==> config.mk <==
export PLATFORM = sky130hd
export DESIGN_NAME = dgrf_ctrl
export DESIGN_NICKNAME = d
export VERILOG_FILES = /design/src/dgrf_pkg.sv /design/src/dgrf_ctrl.sv
export VERILOG_INCLUDE_DIRS = /design/src /design/src/src
export SDC_FILE = /design/constraint.sdc
export NUM_CORES = 1
export LEC_CHECK = 0
export ABC_AREA = 0
export BUFFER_PORTS_ARGS = -buffer_cell sky130_fd_sc_hd__buf_4
export CORE_AREA = 2 2 39 41
export DETAILED_ROUTE_END_ITERATION = 12
export DIE_AREA = 0 0 41 43
export GPL_ROUTABILITY_DRIVEN = 1
export PLACE_DENSITY = 0.36
export SLEW_MARGIN = 10
export SYNTH_ARGS = -nofsm -noshare
export SYNTH_HDL_FRONTEND = slang
export SYNTH_SLANG_ARGS = --single-unit
==> constraint.sdc <==
create_clock -name clock -period 1.7 [get_ports clock]
set_input_delay 0.085 -clock clock [delete_from_list [all_inputs] [get_ports clock]]
set_output_delay 0.085 -clock clock [all_outputs]
set_load 0.01 [all_outputs]
==> src/decision_graph_record_filter_unit_macros.svh <==
// Assertion macros shared by the decision-graph record filter modules.
// Depends on nothing; included by every module that carries assertions.
// Defining ASSERT_OFF removes all assertion bodies.
`ifndef DECISION_GRAPH_RECORD_FILTER_UNIT_MACROS_SVH
`define DECISION_GRAPH_RECORD_FILTER_UNIT_MACROS_SVH

`ifndef ASSERT_OFF
// Same-cycle implication, sampled at the rising clock edge.
`define DGRF_ASSERT_IMPLY(name, clk, rst, ante, cons) \
   name: assert property (@(posedge clk) disable iff (rst) (ante) |-> (cons)) \
      else $error("assertion failed");
// Next-cycle implication, sampled at the rising clock edge.
`define DGRF_ASSERT_NEXT(name, clk, rst, ante, cons) \
   name: assert property (@(posedge clk) disable iff (rst) (ante) |=> (cons)) \
      else $error("assertion failed");
`else
`define DGRF_ASSERT_IMPLY(name, clk, rst, ante, cons)
`define DGRF_ASSERT_NEXT(name, clk, rst, ante, cons)
`endif

`endif

==> src/dgrf_pkg.sv <==
// Shared types and constants of the decision-graph record filter.
// Depends on nothing; imported by the controller, datapath and top level.
package dgrf_pkg;

   // Store sizes. Both must be powers of two: indices are reduced by part-select.
   localparam int NODE_COUNT   = 1024;
   localparam int RECORD_WORDS = 64;
   localparam int LABEL_COUNT  = 16;

   localparam int NODE_W = $clog2(NODE_COUNT);
   localparam int REC_W  = $clog2(RECORD_WORDS);
   localparam int STEP_W = $clog2(NODE_COUNT + 1);

   // Fixed field widths of the request and response payloads.
   localparam int ACTION_W    = 2;
   localparam int NODE_FIELD_W = 10;
   localparam int OFFSET_W    = 6;
   localparam int WORD_W      = 64;
   localparam int MODE_W      = 3;
   localparam int LABEL_W     = 4;
   localparam int CSR_INDEX_W = 1;
   localparam int CSR_DATA_W  = 10;

   typedef enum logic [ACTION_W-1:0] {
      ACT_WRITE_NODE   = 2'd0,
      ACT_WRITE_RECORD = 2'd1,
      ACT_RUN          = 2'd2
   } action_type;

   typedef enum logic [MODE_W-1:0] {
      CMP_EQ    = 3'd0,
      CMP_GT    = 3'd1,
      CMP_LT    = 3'd2,
      CMP_GE    = 3'd3,
      CMP_LE    = 3'd4,
      CMP_BITS  = 3'd5
   } cmp_mode_type;

   typedef enum logic [CSR_INDEX_W-1:0] {
      CSR_START_NODE = 1'b0,
      CSR_EXTENDED   = 1'b1
   } csr_index_type;

   // Node control word, 34 bits, label in the top bits and offset at the bottom.
   typedef struct packed {
      logic [LABEL_W-1:0]      label;
      cmp_mode_type            mode;
      logic                    invert;
      logic [NODE_FIELD_W-1:0] next_false;
      logic [NODE_FIELD_W-1:0] next_true;
      logic [OFFSET_W-1:0]     offset;
   } node_ctl_type;

   typedef enum logic [1:0] {
      ST_IDLE,
      ST_CHECK,
      ST_RECORD,
      ST_EVAL
   } state_type;

   // Commands from the controller to the datapath.
   typedef struct packed {
      logic start;
      logic node_wr;
      logic rec_wr;
      logic node_rd;
      logic rec_rd;
      logic eval;
      logic emit;
   } cmd_type;

   // Status from the datapath to the controller.
   typedef struct packed {
      logic idx_zero;
      logic steps_full;
      logic out_free;
   } sts_type;

endpackage

==> src/dgrf_ctrl.sv <==
// Controller of the decision-graph record filter: request handshake and the
// state machine that sequences the walk. Uses dgrf_pkg.
`include "decision_graph_record_filter_unit_macros.svh"

module dgrf_ctrl (
   input  logic                 clock,
   input  logic                 reset,
   input  logic                 req_valid,
   output logic                 req_stall,
   input  dgrf_pkg::action_type req_action,
   input  dgrf_pkg::sts_type    sts,
   output dgrf_pkg::cmd_type    cmd
);
   import dgrf_pkg::*;

   state_type state_ff, state_in;

   // State register.
   always_ff @(posedge clock) begin
      if (reset) begin
         state_ff <= ST_IDLE;
      end else begin
         state_ff <= state_in;
      end
   end

   // Next state and datapath commands.
   always_comb begin
      state_in  = state_ff;
      cmd       = '0;
      req_stall = 1'b1;
      case (state_ff)
         ST_IDLE: begin
            req_stall = 1'b0;
            if (req_valid) begin
               case (req_action)
                  ACT_WRITE_NODE:   cmd.node_wr = 1'b1;
                  ACT_WRITE_RECORD: cmd.rec_wr  = 1'b1;
                  ACT_RUN: begin
                     cmd.start = 1'b1;
                     state_in  = ST_CHECK;
                  end
                  default: ;
               endcase
            end
         end
         ST_CHECK: begin
            // Stop at node zero or when the step budget is spent.
            if (sts.idx_zero || sts.steps_full) begin
               if (sts.out_free) begin
                  cmd.emit = 1'b1;
                  state_in = ST_IDLE;
               end
            end else begin
               cmd.node_rd = 1'b1;
               state_in    = ST_RECORD;
            end
         end
         ST_RECORD: begin
            cmd.rec_rd = 1'b1;
            state_in   = ST_EVAL;
         end
         ST_EVAL: begin
            cmd.eval = 1'b1;
            state_in = ST_CHECK;
         end
         default: state_in = ST_IDLE;
      endcase
   end

   // A node is fetched only while the walk is still live.
   `DGRF_ASSERT_IMPLY(a_fetch_live, clock, reset, cmd.node_rd, !sts.idx_zero && !sts.steps_full)
   // The compare step always follows the record read.
   `DGRF_ASSERT_IMPLY(a_eval_order, clock, reset, state_ff == ST_EVAL, $past(state_ff == ST_RECORD))

endmodule

==> reports/summary.txt, run 1 <==
STA
----------------------------------------------------------------------------------
Max-slew headroom at the worst pin ..................................        0.821
Maximum clock frequency .............................................    0.707 GHz
Total negative slack for setup checks ...............................         0 ns
Unrepaired setup endpoints after global routing .....................        false
Worst Hold Slack ....................................................     0.181 ns
Fin worst setup slack ...............................................     0.285 ns
Setup violations, final .............................................            0
Fin Clk Skew ........................................................   0.00346 ns
Total count of hold-check failures in the final report ..............            0
Max-slew violations .................................................            0
Minimum clock period ................................................      1.41 ns
Final cycle utilization of the critical path ........................        0.832
Slew of the pin with the lowest slew margin .........................     0.268 ns

FINISH
----------------------------------------------------------------------------------
Post-Layout Inst Area ...............................................      385 um2
Layout overhead on the synthesized area .............................        67.4%
Number of non-filler instances in the completed layout ..............           61
Registers with the most flip-flops .................................. state_ff (2)
Share of post-route cells with drive strength above 1 ...............        0.444
Utilization of the core after routing ...............................        0.278
Most flop-heavy register ............................................     state_ff
Diodes inserted .....................................................            0
Net count of the finished layout ....................................           60
Flip-flop count of the largest register, all copies and words added .            2

WORST HOLD PATH
----------------------------------------------------------------------------------
Worst hold stages ...................................................            3
Hold Path Class ..................................................... input port to flip-flop

YOSYS
----------------------------------------------------------------------------------
Fraction of the mapped netlist area in compound gates ...............        0.125
Proportion of synthesized chip area in sequential cells .............        0.174
Adder-cell area share of the yosys netlist ..........................        0.272
Number of warnings issued by yosys ..................................            0
Area share of the largest cell type after synthesis .................        0.272
Mapped Area .........................................................      230 um2
Cell type with the highest aggregate area in the netlist ............ sky130_fd_sc_hd__ha_1
Top post-synthesis cells by area .................................... sky130_fd_sc_hd__ha_1, sky130_fd_sc_hd__dfxtp_1, sky130_fd_sc_hd__nor3b_1, sky130_fd_sc_hd__a2bb2oi_2, sky130_fd_sc_hd__inv_1
Xor/xnor cell area share of the yosys netlist .......................            0
Post-synthesis area per instance ....................................     8.53 um2
Simple-gate share of the synthesized area ...........................        0.272
Multiplexer share of the synthesized area ...........................       0.0924
Number of instances in the synthesized netlist ......................           27
Post-synth cell types ...............................................           15
Flip-flop and latch count after synthesis ...........................            2
Number of nets produced by synthesis ................................           40
Combinational family with the most area after synthesis .............  adder cells

CTS
----------------------------------------------------------------------------------
Post-CTS sizing .....................................................            0
Clock-pin transition on the worst setup and hold timing paths .......      0.03 ns
Insertion delay to the later sink of the worst-skew pair ............      0.22 ns
Buffer levels on the longest clock path .............................            2
Number of buffers added to fix hold violations after cts ............            0
Clock tree from TritonCTS ...........................................         done
Buffer type at the clock tree root .................................. sky130_fd_sc_hd__clkbuf_4
Number of sinks driven by the clock tree ............................            2
CTS H-Tree Depth ....................................................            1
Setup fix buffers added after clock tree synthesis ..................            0
Clock buffer count from CTS .........................................            3

PWR
----------------------------------------------------------------------------------
Total internal power ................................................     0.207 mW
Share of power burned in combinational logic ........................        0.450
Switching power total ...............................................    0.0983 mW
Sw Share ............................................................        0.322
VDD IR max ..........................................................   0.000374 V
Standby leakage power ...............................................     0.195 nW
Total power divided by cell area ....................................   792 nW/um2
Overall power after layout ..........................................     0.305 mW
Portion of total power attributed to the clock network ..............        0.342
Sequential Power Share ..............................................        0.209

PLACE
----------------------------------------------------------------------------------
Final HPWL from detailed placement ..................................       435 um
Placer Congestion ...................................................        0.795
Number of placed instances, taps included ...........................           58
Post-Place Setup Slack ..............................................     0.310 ns
Instance area after placement .......................................      363 um2
I/O Buffers .........................................................           15

SETUP PATH
----------------------------------------------------------------------------------
Worst setup EP type ................................................. primary output
Data arrival time of the worst path .................................      1.33 ns
Slowest library cell on the worst path .............................. sky130_fd_sc_hd__dfxtp_1
Count of cells along the worst register-to-register path ............            5
Worst setup SP type .................................................    flip-flop
CP peak stage delay .................................................      0.33 ns
Crit path max fanout ................................................            4
CP Data Required Time ...............................................      1.62 ns
Cell chain of the critical path ..................................... inv_1 > ha_1 > nand2_1 > nor3b_1 > buf_4
Worst setup path category ........................................... flip-flop to primary output

FLOORPLANNING
----------------------------------------------------------------------------------
Overall die height ..................................................        43 um
Top Ports ...........................................................           16
Floorplan row count .................................................           14
Core area ...........................................................     1380 um2
Die footprint .......................................................     1760 um2
Die width ...........................................................        41 um
Initial Utilization .................................................        0.166

DRT
----------------------------------------------------------------------------------
Routed WL per cell ..................................................      8.46 um
First-pass iteration count of the detailed router ...................            4
Vias per std cell ...................................................         3.97
Routed WL ...........................................................       516 um
Starting DRC count in detailed routing ..............................            1
Remaining antenna violation count ...................................            0
Count of unresolved DRC violations after routing ....................            0
Total via count after detailed routing ..............................          242

GRT
----------------------------------------------------------------------------------
Congestion Overflow GR ..............................................            0
All-layer global routing usage ......................................       0.0680
Number of antenna violations at the first check in global routing ...            0
Vias in the first global route ......................................          209
Global-route wire length before repair ..............................       752 um
Pin count of the biggest net entering global routing ................            5

JOB
----------------------------------------------------------------------------------
Number of max-cap violations ........................................            0

OUTCOME
----------------------------------------------------------------------------------
Run status .......................................................... complete, no violations

-- layout by cell type (no fill, tap or decap), drive strengths merged --
master,synthesis,routed
nand3b,1,1
nor2b,1,1
a2bb2oi,1,1
nand2,1,1
o21ai,2,2
buf,0,15
nand2b,1,1
ha,5,5
nor2,3,3
nor3,1,1
mux2i,1,1
dfxtp,2,2
inv,4,4
mux2,1,1
clkbuf,0,3
nor3b,3,3
-- cell type report --
| type | instances | area, um2 |
|---|---|---|
| Tap cell | 16 | 20.0 |
| Sequential cell | 2 | 40.0 |
| Timing Repair Buffer | 15 | 113 |
| Clock buffer | 3 | 22.5 |
| Inverter | 4 | 15.0 |
| Multi-Input combinational cell | 21 | 175 |
| Fill cell | 151 | 998 |
-- path summary, 6_finish.rpt --
path,startpoint,to,slack [ns]
setup / recovery,state_ff[0]$_SDFFE_PP0P_,cmd[4],0.29
hold reg to reg,state_ff[1]$_SDFFE_PP0P_,state_ff[1]$_SDFFE_PP0P_,0.53
setup reg to reg,state_ff[1]$_SDFFE_PP0P_,state_ff[0]$_SDFFE_PP0P_,0.33
hold / removal,reset,state_ff[1]$_SDFFE_PP0P_,0.18
-- layer usage --
metal / up-vias / track usage / share of wire
li1: 127 / - / -
met1: 109 / 0.0571 / 0.39
met2: 6 / 0.100 / 0.53
met3: 0 / 0.0471 / 0.078
met4: 0 / 0.0600 / 0
met5: - / 0 / 0
-- power by group through the flow --
stage	registers (mW)	clock network (mW)	logic (mW)
4_1_cts	0.0640	0.113	0.141
6_report	0.0637	0.104	0.137
2_1_floorplan	0.0623	0	0.0859
3_3_place_gp	0.0646	0	0.138
5_1_grt	0.0642	0.125	0.154
3_5_place_dp	0.0645	0	0.140
-- synth_stat cells --
master                      n
sky130_fd_sc_hd__inv_1      4
sky130_fd_sc_hd__dfxtp_1    2
sky130_fd_sc_hd__nand2b_1   1
sky130_fd_sc_hd__nor2b_1    1
sky130_fd_sc_hd__o21ai_0    1
sky130_fd_sc_hd__nor3b_1    3
sky130_fd_sc_hd__mux2i_1    1
sky130_fd_sc_hd__ha_1       5
sky130_fd_sc_hd__mux2_1     1
sky130_fd_sc_hd__nand3b_1   1
sky130_fd_sc_hd__a2bb2oi_2  1
sky130_fd_sc_hd__nand2_1    1
sky130_fd_sc_hd__nor2_1     3
sky130_fd_sc_hd__nor3_1     1
sky130_fd_sc_hd__o21ai_2    1
-- cell families (layout without fill, tap and decap cells) --
logic type,Yosys count,after routing
and+or+nand+nor,11,11
AOI/OAI and AO/OA,3,3
DFF,2,2
muxes,2,2
adders and majority gates,5,5
buffers and inverters,4,22
-- critical path: cells and delay by family (launching register included) --
family                     cells  cell delay, ns
adders and majority gates      1            0.21
and+or+nand+nor                2            0.31
buffers and inverters          2            0.26
DFF                            1            0.33
Power figures use the tool's default switching activity.
==> inputs of run 2 (changes only) <==
--- a/config.mk
+++ b/config.mk
@@ -6,13 +6,13 @@
 export SDC_FILE = /design/constraint.sdc
 export NUM_CORES = 1
 export LEC_CHECK = 0
-export ABC_AREA = 0
+export ABC_AREA = 1
 export BUFFER_PORTS_ARGS = -buffer_cell sky130_fd_sc_hd__buf_4
 export CORE_AREA = 2 2 39 41
 export DETAILED_ROUTE_END_ITERATION = 12
 export DIE_AREA = 0 0 41 43
 export GPL_ROUTABILITY_DRIVEN = 1
-export PLACE_DENSITY = 0.36
+export PLACE_DENSITY = 0.4
 export SLEW_MARGIN = 10
 export SYNTH_ARGS = -nofsm -noshare
 export SYNTH_HDL_FRONTEND = slang
==> constraint.sdc (replaced) <==
create_clock -name clock -period 1.38 [get_ports clock]
set_input_delay 0.069 -clock clock [delete_from_list [all_inputs] [get_ports clock]]
set_output_delay 0.069 -clock clock [all_outputs]
set_load 0.01 [all_outputs]
==> reports/summary.txt, run 2 <==
OUTCOME
----------------------------------------------------------------------------------
Run status .......................................................... complete, no violations

DRT
----------------------------------------------------------------------------------
First-pass iteration count of the detailed router ...................            2
Total via count after detailed routing ..............................          299
Starting DRC count in detailed routing ..............................            2
Sum of routed wire segments on met1 .................................       226 um
Routed WL per cell ..................................................      8.50 um
WL met2 .............................................................       385 um
Count of unresolved DRC violations after routing ....................            0
Top routing layer used ..............................................         met3
Vias per std cell ...................................................         3.93
Remaining antenna violation count ...................................            0
Routed WL ...........................................................       646 um
Met3 routed wirelength ..............................................        34 um

YOSYS
----------------------------------------------------------------------------------
Number of instances in the synthesized netlist ......................           41
Proportion of synthesized chip area in sequential cells .............        0.142
Post-synth cell types ...............................................           12
Area share of the largest cell type after synthesis .................        0.222
Cell type with the highest aggregate area in the netlist ............ sky130_fd_sc_hd__ha_1
Number of nets produced by synthesis ................................           54
Top post-synthesis cells by count ................................... sky130_fd_sc_hd__inv_1, sky130_fd_sc_hd__nand2_1, sky130_fd_sc_hd__nor2_1
Mapped Area .........................................................      282 um2
Post-synthesis area per instance ....................................     6.87 um2
Number of warnings issued by yosys ..................................            0
Asr flop ratio synth ................................................            0
Top post-synthesis cells by area .................................... sky130_fd_sc_hd__ha_1, sky130_fd_sc_hd__dfxtp_1, sky130_fd_sc_hd__bufinv_8, sky130_fd_sc_hd__inv_1, sky130_fd_sc_hd__nand2_1
Flip-flop and latch count after synthesis ...........................            2
Library cell with the highest instance count after synthesis ........ sky130_fd_sc_hd__inv_1
Count of flip-flops with a built-in enable after synthesis ..........            0
Most used flip-flop cell after synthesis ............................ sky130_fd_sc_hd__dfxtp_1

PLACE
----------------------------------------------------------------------------------
Instance area after placement .......................................      414 um2
Final HPWL from detailed placement ..................................       470 um
Placer Congestion ...................................................        0.690
I/O Buffers .........................................................           15

GRT
----------------------------------------------------------------------------------
Global-route wire length before repair ..............................       945 um
Number of antenna violations at the first check in global routing ...            0
Vias in the first global route ......................................          271
Congestion Overflow GR ..............................................            0
All-layer global routing usage ......................................       0.0792
Pin count of the biggest net entering global routing ................            5

FINISH
----------------------------------------------------------------------------------
Share of post-route cells with drive strength above 1 ...............        0.533
Most flop-heavy register ............................................     state_ff
Post-Layout Inst Area ...............................................      479 um2
Most frequent cells in the layout ................................... sky130_fd_sc_hd__buf_4, sky130_fd_sc_hd__inv_1, sky130_fd_sc_hd__nor2_1, sky130_fd_sc_hd__nand2_1, sky130_fd_sc_hd__ha_1
Diodes inserted .....................................................            0
Layout overhead on the synthesized area .............................        70.2%
Most common cell after layout, fill and taps aside .................. sky130_fd_sc_hd__buf_4
Flip-flop count of the largest register, all copies and words added .            2
Filler Cells Inserted ...............................................          156
Registers with the most flip-flops .................................. state_ff (2)
Net count of the finished layout ....................................           75

STA
----------------------------------------------------------------------------------
Total negative slack for setup checks ...............................         0 ns
Final cycle utilization of the critical path ........................        0.933
Maximum clock frequency .............................................    0.777 GHz
Slew of the pin with the lowest slew margin .........................     0.186 ns
Fin Clk Skew ........................................................   0.00131 ns
Setup violations, final .............................................            0
Total count of hold-check failures in the final report ..............            0
Max-slew headroom at the worst pin ..................................        0.875
Minimum clock period ................................................      1.29 ns
Unrepaired setup endpoints after global routing .....................        false
Max-slew violations .................................................            0

SETUP PATH
----------------------------------------------------------------------------------
Cell chain of the critical path ..................................... buf_4 > ha_1 > nand2_1 > nor2_1 > buf_4
Worst setup path category ........................................... flip-flop to primary output
Worst reg2reg startpoint ............................................ state_ff[0]$_SDFFE_PP0P_
Worst r2r dst ....................................................... state_ff[1]$_SDFFE_PP0P_
CP bufs+invs ........................................................            2
CP peak stage delay .................................................      0.37 ns
Count of cells along the worst register-to-register path ............            7
CP Data Required Time ...............................................      1.31 ns
Register-to-Register Setup Slack ....................................      0.21 ns
Data arrival time of the worst path .................................      1.22 ns
Crit path top cell by count ......................................... sky130_fd_sc_hd__buf_4
Slowest library cell on the worst path .............................. sky130_fd_sc_hd__dfxtp_2
Worst setup EP type ................................................. primary output
Worst setup SP type .................................................    flip-flop
Cell type group with the largest total delay on the critical path ...   flip-flops
Crit path max fanout ................................................            3

PWR
----------------------------------------------------------------------------------
Sequential Power Share ..............................................        0.165
Switching power total ...............................................     0.420 mW
Overall power after layout ..........................................     0.908 mW
Portion of total power attributed to the clock network ..............        0.140
Sw Share ............................................................        0.463
Share of power burned in combinational logic ........................        0.695
Standby leakage power ...............................................     0.263 nW
Total power divided by cell area ....................................  1900 nW/um2
VDD IR max ..........................................................   0.000805 V
Total internal power ................................................     0.488 mW

JOB
----------------------------------------------------------------------------------
Number of max-cap violations ........................................            0

CTS
----------------------------------------------------------------------------------
Clock tree from TritonCTS ...........................................         done
Buffer levels on the longest clock path .............................            2
Number of buffers added to fix hold violations after cts ............            0
Clock buffer count from CTS .........................................            3
CTS H-Tree Depth ....................................................            1
Insertion delay to the later sink of the worst-skew pair ............      0.22 ns
Buffer type at the clock tree root .................................. sky130_fd_sc_hd__clkbuf_4
Clock-pin transition on the worst setup and hold timing paths .......      0.03 ns
Number of sinks driven by the clock tree ............................            2

FLOORPLANNING
----------------------------------------------------------------------------------
Top Ports ...........................................................           16
Overall die height ..................................................        43 um
Die width ...........................................................        41 um
Floorplan row count .................................................           14
Die footprint .......................................................     1760 um2
Core area ...........................................................     1380 um2
Initial Utilization .................................................        0.203

WORST HOLD PATH
----------------------------------------------------------------------------------
Worst hold stages ...................................................            4
Hold wc startpoint ..................................................        reset
Sink of the worst hold path ......................................... state_ff[0]$_SDFFE_PP0P_
Hold Path Class ..................................................... input port to flip-flop

[run 2: cell types whose count changed after synthesis, sizes merged, moves of 3 or more]
cell and change:
inv +6, nand2 +8, nor2 +4, nor3b -3
[run 2: area by class of cell]
cell class / count / area (um2) / share of cell area
Tap cell: 16 / 20.0 / 0.0418
Multi-Input combinational cell: 26 / 208 / 0.433
Timing Repair Buffer: 16 / 120 / 0.251
Sequential cell: 2 / 42.5 / 0.0888
Inverter: 13 / 66.3 / 0.138
Clock buffer: 3 / 22.5 / 0.0470
[run 2: worst max path at each step]
stage	from	end	slack, ns	cells past startpoint
after CTS	state_ff[0]$_SDFFE_PP0P_	cmd[4]	0.005	5
after global routing	state_ff[0]$_SDFFE_PP0P_	cmd[0]	0.03	5
after detailed placement	state_ff[0]$_SDFFE_PP0P_	cmd[4]	0.11	5
after floorplan	state_ff[0]$_SDFFE_PP0P_	cmd[4]	0.12	4
after global placement	state_ff[0]$_SDFFE_PP0P_	cmd[4]	0.12	5
final	state_ff[0]$_SDFFE_PP0P_	cmd[0]	0.09	5
[run 2: power by group through the flow]
stage | Sequential, mW | Clock, mW | Combinational [mW]
2_1_floorplan | 0.111 | 0 | 0.408
3_3_place_gp | 0.118 | 0 | 0.583
3_5_place_dp | 0.116 | 0 | 0.570
4_1_cts | 0.131 | 0.138 | 0.619
5_1_grt | 0.153 | 0.138 | 0.707
6_report | 0.150 | 0.127 | 0.631
[run 2: what timing repair did]
action | in CTS | in global routing
gates resized for setup | 7 | 4
endpoints found under the setup margin | 2 | 2
buffers inserted | 1 | 0
pin swaps | 2 | 2
[run 2: cell families after synthesis]
group	Yosys count	synth area share
AND/OR/NAND/NOR	20	0.347
buffers and inverters	13	0.271
adder cells (fa/ha/maj)	5	0.222
flip-flops	2	0.142
AO/OA/AOI/OAI	1	0.0178
[run 2: tightest hold or removal path: cells and delay by family]
family	cells	cell delay [ns]
AND/OR/NAND/NOR	2	0.08
buffers and inverters	2	0.11
[run 2: per-stage QoR]
| step | instances | utilization | hold WS (ns) | setup slack (ns) |
|---|---|---|---|---|
| 5_1_grt | 76 | 0.346 | 0.114 | 0.0279 |
| 3_3_place_gp | 72 | 0.299 | 0.320 | 0.121 |
| 3_5_place_dp | 72 | 0.299 | 0.325 | 0.112 |
| 2_1_floorplan | 41 | - | 0.191 | 0.121 |
| 4_1_cts | 76 | 0.336 | 0.0788 | 0.00484 |
| 6_report | 76 | 0.346 | 0.0866 | 0.0925 |
[run 2: routing by layer]
layer,vias to the layer above,global-route usage
met5,-,0
met4,0,0.0600
met3,0,0
met2,9,0.153
met1,133,0.0671
li1,157,-
==> inputs of run 3 (changes only) <==
--- a/config.mk
+++ b/config.mk
@@ -8,11 +8,13 @@
 export LEC_CHECK = 0
 export ABC_AREA = 1
 export BUFFER_PORTS_ARGS = -buffer_cell sky130_fd_sc_hd__buf_4
+export CELL_PAD_IN_SITES_DETAIL_PLACEMENT = 1
+export CELL_PAD_IN_SITES_GLOBAL_PLACEMENT = 1
 export CORE_AREA = 2 2 39 41
 export DETAILED_ROUTE_END_ITERATION = 12
 export DIE_AREA = 0 0 41 43
 export GPL_ROUTABILITY_DRIVEN = 1
-export PLACE_DENSITY = 0.4
+export PLACE_DENSITY = 0.72
 export SLEW_MARGIN = 10
 export SYNTH_ARGS = -nofsm -noshare
 export SYNTH_HDL_FRONTEND = slang
==> reports/summary.txt, run 3 (same netlist as run 2, synthesis figures left out) <==
OUTCOME
----------------------------------------------------------------------------------
Run status .......................................................... complete, no violations

DRT
----------------------------------------------------------------------------------
Count of unresolved DRC violations after routing ....................            0
Starting DRC count in detailed routing ..............................            1
Top routing layer used ..............................................         met3
Total via count after detailed routing ..............................          292
Routed WL per cell ..................................................      9.09 um
Sum of routed wire segments on met1 .................................       267 um
Remaining antenna violation count ...................................            0
Routed WL ...........................................................       700 um
Met3 routed wirelength ..............................................        37 um
WL met2 .............................................................       395 um
First-pass iteration count of the detailed router ...................            2
Vias per std cell ...................................................         3.79

STA
----------------------------------------------------------------------------------
Final cycle utilization of the critical path ........................        0.920
Minimum clock period ................................................      1.27 ns
Total negative slack for setup checks ...............................         0 ns
Unrepaired setup endpoints after global routing .....................        false
Setup violations, final .............................................            0
Max-slew violations .................................................            0
Max-slew headroom at the worst pin ..................................        0.866
Worst Hold Slack ....................................................    0.0918 ns
Total count of hold-check failures in the final report ..............            0
Fin Clk Skew ........................................................   0.00105 ns
Maximum clock frequency .............................................    0.788 GHz
Slew of the pin with the lowest slew margin .........................     0.199 ns

PLACE
----------------------------------------------------------------------------------
Placer Congestion ...................................................        0.725
Instance area after placement .......................................      414 um2
Final HPWL from detailed placement ..................................       548 um
I/O Buffers .........................................................           15

SETUP PATH
----------------------------------------------------------------------------------
Worst setup path category ........................................... flip-flop to primary output
Data arrival time of the worst path .................................      1.20 ns
Worst setup SP type .................................................    flip-flop
CP Data Required Time ...............................................      1.31 ns
Crit path max fanout ................................................            3
Worst setup EP type ................................................. primary output
Register-to-Register Setup Slack ....................................      0.24 ns

GRT
----------------------------------------------------------------------------------
Pin count of the biggest net entering global routing ................            5
Congestion Overflow GR ..............................................            0
Vias in the first global route ......................................          309
Global-route wire length before repair ..............................      1.19 mm
All-layer global routing usage ......................................        0.100
Number of antenna violations at the first check in global routing ...            0

CTS
----------------------------------------------------------------------------------
Insertion delay to the later sink of the worst-skew pair ............      0.22 ns
Number of sinks driven by the clock tree ............................            2
Buffer type at the clock tree root .................................. sky130_fd_sc_hd__clkbuf_4
CTS H-Tree Depth ....................................................            1
Clock buffer count from CTS .........................................            3
Clock-pin transition on the worst setup and hold timing paths .......      0.03 ns
Buffer levels on the longest clock path .............................            2
Clock tree from TritonCTS ...........................................         done

PWR
----------------------------------------------------------------------------------
Total power divided by cell area ....................................  1880 nW/um2
Overall power after layout ..........................................     0.883 mW
Standby leakage power ...............................................     0.264 nW
VDD IR max ..........................................................   0.000843 V

FLOORPLANNING
----------------------------------------------------------------------------------
Top Ports ...........................................................           16
Floorplan row count .................................................           14
Die footprint .......................................................     1760 um2
Initial Utilization .................................................        0.203
Overall die height ..................................................        43 um
Die width ...........................................................        41 um
Core area ...........................................................     1380 um2

FINISH
----------------------------------------------------------------------------------
Most flop-heavy register ............................................     state_ff
Most common cell after layout, fill and taps aside .................. sky130_fd_sc_hd__buf_4
Layout overhead on the synthesized area .............................        66.7%
Share of post-route cells with drive strength above 1 ...............        0.557
Net count of the finished layout ....................................           76
Registers with the most flip-flops .................................. state_ff (2)
Flip-flop count of the largest register, all copies and words added .            2
Most frequent cells in the layout ................................... sky130_fd_sc_hd__buf_4, sky130_fd_sc_hd__inv_1, sky130_fd_sc_hd__nor2_1, sky130_fd_sc_hd__nand2_1
Post-Layout Inst Area ...............................................      469 um2
Diodes inserted .....................................................            0

WORST HOLD PATH
----------------------------------------------------------------------------------
Hold Path Class ..................................................... input port to flip-flop

JOB
----------------------------------------------------------------------------------
Number of max-cap violations ........................................            0

[run 3: cell count changes in the layout (fill, tap and decap cells not counted)]
| cell | delta |
|---|---|
| sky130_fd_sc_hd__nor4_4 | -2 |
| sky130_fd_sc_hd__ha_1 | -1 |
| sky130_fd_sc_hd__ha_2 | +1 |
| sky130_fd_sc_hd__buf_4 | +1 |
| sky130_fd_sc_hd__inv_2 | +1 |
| sky130_fd_sc_hd__nor4_2 | +2 |
| sky130_fd_sc_hd__inv_4 | -1 |
[run 3: critical path: stages (launching register included)]
cell and delay [ns]:
sky130_fd_sc_hd__dfxtp_2 0.37, sky130_fd_sc_hd__buf_4 0.14, sky130_fd_sc_hd__ha_2 0.19, sky130_fd_sc_hd__nand2_1 0.06, sky130_fd_sc_hd__nor2_1 0.09, sky130_fd_sc_hd__buf_4 0.13
[run 3: power breakdown]
group          switching (mW)  leakage, nW  internal, mW
registers              0.0540       0.0172        0.0957
logic                   0.311        0.233         0.295
clock network          0.0316       0.0138        0.0958
total                   0.397        0.264         0.486
[run 3: repair_timing]
item	4_1_cts	5_1_grt
endpoints found under the setup margin	3	1
resized for setup	7	2
pin swaps	2	2
hold buffers	0	0
setup buffers	1	1
[run 3: layout make-up]
cell class,count,area (um2)
clock buffer,3,22.5
timing repair buffer,17,128
fill,183,915
tap,16,20.0
multi-input combinational,26,193
inverter,13,63.8
sequential,2,42.5
[run 3: final timing paths]
kind,cells past startpoint,from,endpoint
max reg2reg,7,state_ff[0]$_SDFFE_PP0P_,state_ff[0]$_SDFFE_PP0P_
max,5,state_ff[0]$_SDFFE_PP0P_,cmd[0]
min,4,reset,state_ff[1]$_SDFFE_PP0P_
min reg2reg,4,state_ff[0]$_SDFFE_PP0P_,state_ff[0]$_SDFFE_PP0P_
[run 3: per-stage QoR]
step,worst slack (ns),util,instances
6_report,0.111,0.339,77
5_1_grt,0.0196,0.339,77
4_1_cts,0.000217,0.336,76
3_5_place_dp,0.125,0.299,72
3_3_place_gp,0.152,0.299,72
2_1_floorplan,0.121,-,41
[run 3: per-layer routing]
metal,vias up,track usage
li1,160,-
met1,124,0.109
met2,8,0.178
met3,0,0
met4,0,0.0600
met5,-,0
